[src/rtl/cte_ram.sv]
// Generic single-port-write, single-read RAM with registered read.
module cte_ram #(
    parameter int WIDTH = 8,
    parameter int DEPTH = 256
) (
    input  logic                     i_clk,
    input  logic                     i_we,
    input  logic [$clog2(DEPTH)-1:0] i_waddr,
    input  logic [WIDTH-1:0]         i_wdata,
    input  logic [$clog2(DEPTH)-1:0] i_raddr,
    output logic [WIDTH-1:0]         o_rdata
);
    logic [WIDTH-1:0] r_mem [DEPTH];

    always_ff @(posedge i_clk) begin
        if (i_we) begin
            r_mem[i_waddr] <= i_wdata;
        end
        o_rdata <= r_mem[i_raddr];
    end
endmodule

[config.mk]
export PLATFORM = sky130hd
export DESIGN_NAME = cte_ram
export DESIGN_NICKNAME = d
export VERILOG_FILES = /design/src/rtl/cte_ram.sv
export SDC_FILE = /design/constraint.sdc
export NUM_CORES = 2
export LEC_CHECK = 0
export BUFFER_PORTS_ARGS = -buffer_cell sky130_fd_sc_hd__buf_2
export CAP_MARGIN = 20
export CORE_MARGIN = 2
export CORE_UTILIZATION = 45
export DETAILED_ROUTE_END_ITERATION = 10
export PLACE_DENSITY = 0.6
export SYNTH_ARGS = -nofsm -noshare
export SYNTH_HDL_FRONTEND = slang
export SYNTH_SLANG_ARGS = --single-unit
[constraint.sdc]
create_clock -name i_clk -period 3.8 [get_ports i_clk]
set_clock_uncertainty 0.15 [all_clocks]
set_input_delay 0.38 -clock i_clk [delete_from_list [all_inputs] [get_ports i_clk]]
set_output_delay 0.38 -clock i_clk [all_outputs]
set_load 0.01 [all_outputs]
==> results.txt <==
The tree is rooted in a clkbuf_16. The number of detailed-routing iterations run before antenna repair came out at 8. The number of rows created at floorplan came out at 154. Dividing the final minimum period by the clock period gives 0.826.

The number of buffers inserted by port buffering is 33. For met3 alone, demand over resource in global routing was 0.0387. Dividing total power by cell area gives a power density of 523 mW/mm2. The required time of the critical path is 4.39 ns.

The final routed wire length divided by cell count came out at 30.8 um. The number of design-rule violations left by the first detailed-router iteration is 4644. The number of nets in the synthesized netlist is 3759. The register bit total from synthesis came out at 2056. TritonCTS built the clock tree. The clock transition at the registers of the reported paths came out at 0.06 ns.

The instance count of the mapped netlist came out at 3733. The initial antenna violation count was 6. The final number of setup-violating endpoints is 0. The remaining routing DRC violations is 0. The via-per-instance ratio is 5.99.

Of the post-synthesis cell area, the dominant cell type holds 0.773. Wires add up to 202 mm. The most prevalent standard cell on the critical path is buf_12. The critical path goes through buf_8 -> buf_12 -> buf_12 -> mux4_2 -> o211ai_1 -> nand3_1 -> nor4_1 -> buf_4 -> nor4_2. The clock net sink count is 2056. The kind of end point of the critical path is a flip-flop. The worst-margin pin slew came out at 1.16 ns. The maximum number of pins on one net before global-route repair is 128. Yosys attributes the largest share of cell area to edfxtp_1 (77%), mux4_2 (13%), mux2i_1 (1.7%), nor2_1 (1.3%), a22oi_1 (1.3%). Across every metal layer, demand over resource in global routing totals 0.224. The worst setup slack after layout is 0.661 ns. The highest cell delay on the worst timing path is 1.05 ns.

Setup repair after global routing left no endpoint under its margin. The share of synthesized registers carrying an async set or reset came out at 0. The tightest min-delay check is of the primary input to flip-flop type.

met2 is the most crowded layer. The die covers 0.180 mm2. The number of filler cells placed in the layout came out at 13717. The count of warnings emitted by yosys came out at 0. The number of top-level design ports is 34. The timing-limited maximum frequency came out at 319 MHz. Once detailed placement completed, the half-perimeter wirelength came to 126 mm. The maximum vdd drop is 533 uV. The total CTS buffers is 206. The final critical-path required period came out at 3.14 ns.

The floorplan step defined a core boundary enclosing 0.176 mm2. The die outline height is 424 um. In this design, the largest share of critical-path delay is due to simple AND/OR/NAND/NOR gates. The pre-CTS setup slack came out at -0.248 ns. The top fanout value on the critical path came out at 46.

The starting density of the core came out at 0.452. Summing all non-filler instances in the final layout gives an area of 0.0908 mm2. The post-CTS repair timing setup buffer count came out at 0. The critical path is of the primary input to flip-flop type.

The average size of a mapped cell is 21.3 um2. The floorplan step set the die width to 424 um. The met1 routing resource usage after global routing came out at 0.324. The share of synthesized area occupied by flip-flops and latches came out at 0.775.

The number of enable flip-flop cells after synthesis came out at 2048. Synthesis instantiated 55 different standard cells from the library. The count of endpoints failing hold in the final timing report is 0. After the flow finishes, the layout carries non-filler instances totaling 6555. On the critical path, the stage with the largest delay is an instance of nor4_1. The critical path buffer and inverter count is 4. The count of max-cap constraint violations is 0. The synthesized area is 0.0796 mm2. The placed standard-cell area came out at 0.0840 mm2.

In this run the tightest slew margin relative to its limit is 0.216. The cell total after placement is 6159. In the global route stage, met2 resource usage came out at 0.351. The layout cell share with drive strength beyond 1 came out at 0.259. Among all flip-flop cells after synthesis, the most frequent one is edfxtp_1. The final layout net count came out at 4064.

The first-pass GRT wire length came out at 289 mm. The number of pins exceeding their max-slew limit in the final report is 0. The synthesized design spends more area on one cell type than any other, namely edfxtp_1. The routed via count is 39296. Relative to the synthesized area, the layout overhead comes to 14.1%. The last weighted congestion value of the routability-driven placer is 0.841.

The flow ran to the end, and the final reports show no timing, DRC or antenna violations. The number of nets with antenna violations after detailed routing came out at 0. The number of H-tree levels is 4. The via count of the first global-routing pass is 39320.

The data arrival time of the critical path came out at 3.73 ns. The source-to-sink clock delay at the later pin of the worst-skew pair is 0.86 ns. Measured on the finished design, the core utilization comes to 0.516.

The maximum clock insertion buffer count came out at 3. The total overflow reported by the global router is 0. The startpoint type of the worst setup path is a primary input. The setup TNS came out at 0 ns. Summed over all cells, the static leakage comes to 28.3 nW.
==> layer usage <==
metal  wire, um  share of wire
met3      14100          0.070
met1      85600           0.42
met5          0              0
met4       5580          0.028
met2      96500           0.48
==> state kept, by name, summed over array words and instances (netlist names) <==
register,count
r_mem,2048
o_rdata,8
==> through the flow <==
step                      hold WS [ns]  power, mW
after floorplan                  0.329       26.7
after global placement           0.710       27.9
after detailed placement         0.720       27.9
after CTS                       0.0479       47.8
after global routing             0.112       48.8
final                            0.110       47.5
==> cell type report <==
| cell class | instances | area, um2 | share of cell area |
|---|---|---|---|
| flip-flops and latches | 2056 | 61700 | 0.679 |
| multi-input cells | 1442 | 16500 | 0.182 |
| clock buffers | 262 | 5440 | 0.0599 |
| repair buffers | 330 | 3000 | 0.0330 |
| well taps | 2340 | 2930 | 0.0323 |
| clock inverters | 120 | 1240 | 0.0136 |
| inverters | 2 | 7.51 | 0.0000827 |
| diodes | 3 | 7.51 | 0.0000827 |
==> kinds of logic (layout without fill, tap and decap cells) <==
family / after synthesis / count (layout) / synth area share
flip-flops: 2056 / 2056 / 0.775
multiplexers: 591 / 591 / 0.146
AND/OR/NAND/NOR: 466 / 466 / 0.0263
AO/OA/AOI/OAI: 385 / 385 / 0.0342
buffers and inverters: 235 / 714 / 0.0183
other: 0 / 3 / 0
==> cell usage after synthesis (all sizes together), types with 28 or more instances <==
| cell type | number |
|---|---|
| nand3 | 34 |
| o22ai | 28 |
| a22oi | 133 |
| buf | 122 |
| nand2 | 33 |
| nor2 | 282 |
| o221ai | 47 |
| nor2b | 31 |
| a21oi | 96 |
| mux4 | 456 |
| clkbuf | 111 |
| mux2i | 134 |
| edfxtp | 2048 |
==> worst reg2reg max path, delay by kind of cell, from the launching register on <==
kind               cells  cell delay, ns
and+or+nand+nor        1            0.12
muxes                  1            0.45
DFF                    1            0.37
AOI/OAI and AO/OA      4            1.82
==> placed cells by master, fill, tap and decap left out, types with 5 or more instances in the layout <==
cell type	n
a22oi_1	133
bufinv_16	18
clkbuf_16	206
buf_4	249
buf_2	22
o21ai_0	10
buf_8	9
clkinv_2	33
edfxtp_1	2048
nand2_1	33
mux2i_1	134
nand4_1	10
o221ai_1	46
clkbuf_8	8
mux4_2	454
a21oi_1	96
clkinvlp_4	8
and2_1	5
clkinv_8	5
nor4_2	5
clkbuf_1	49
nor3_1	22
o22a_1	5
clkinv_1	43
a211oi_1	16
a221oi_1	13
nor4_1	22
o22ai_1	28
nor2b_1	28
a22o_1	8
nand3_1	31
nand2b_1	8
dfxtp_1	8
dlygate4sd3_1	11
o211ai_1	10
buf_12	38
nor2_1	279
==> power by group <==
part           internal (mW)  leakage [nW]  switching [mW]
clock                   11.4          3.24            8.66
sequential              25.0          18.5          0.0445
combinational          0.856          6.61            1.53
total                   37.2          28.3            10.2
==> final timing paths <==
kind / startpoint / to / slack, ns / cells past startpoint
hold reg to reg: r_mem[114][7]$_DFFE_PP_ / o_rdata[7]$_DFF_P_ / 0.97 / 6
hold / removal: i_waddr[2] / r_mem[157][0]$_DFFE_PP_ / 0.11 / 4
setup / recovery: i_raddr[0] / o_rdata[0]$_DFF_P_ / 0.66 / 9
setup reg to reg: r_mem[24][3]$_DFFE_PP_ / o_rdata[3]$_DFF_P_ / 0.72 / 6
==> timing repair <==
action | 4_1_cts | 5_1_grt
resized for setup | 0 | 0
endpoints found under the hold margin | 516 | 0
hold buffers | 11 | 0
(Power assumes the default switching activity.)
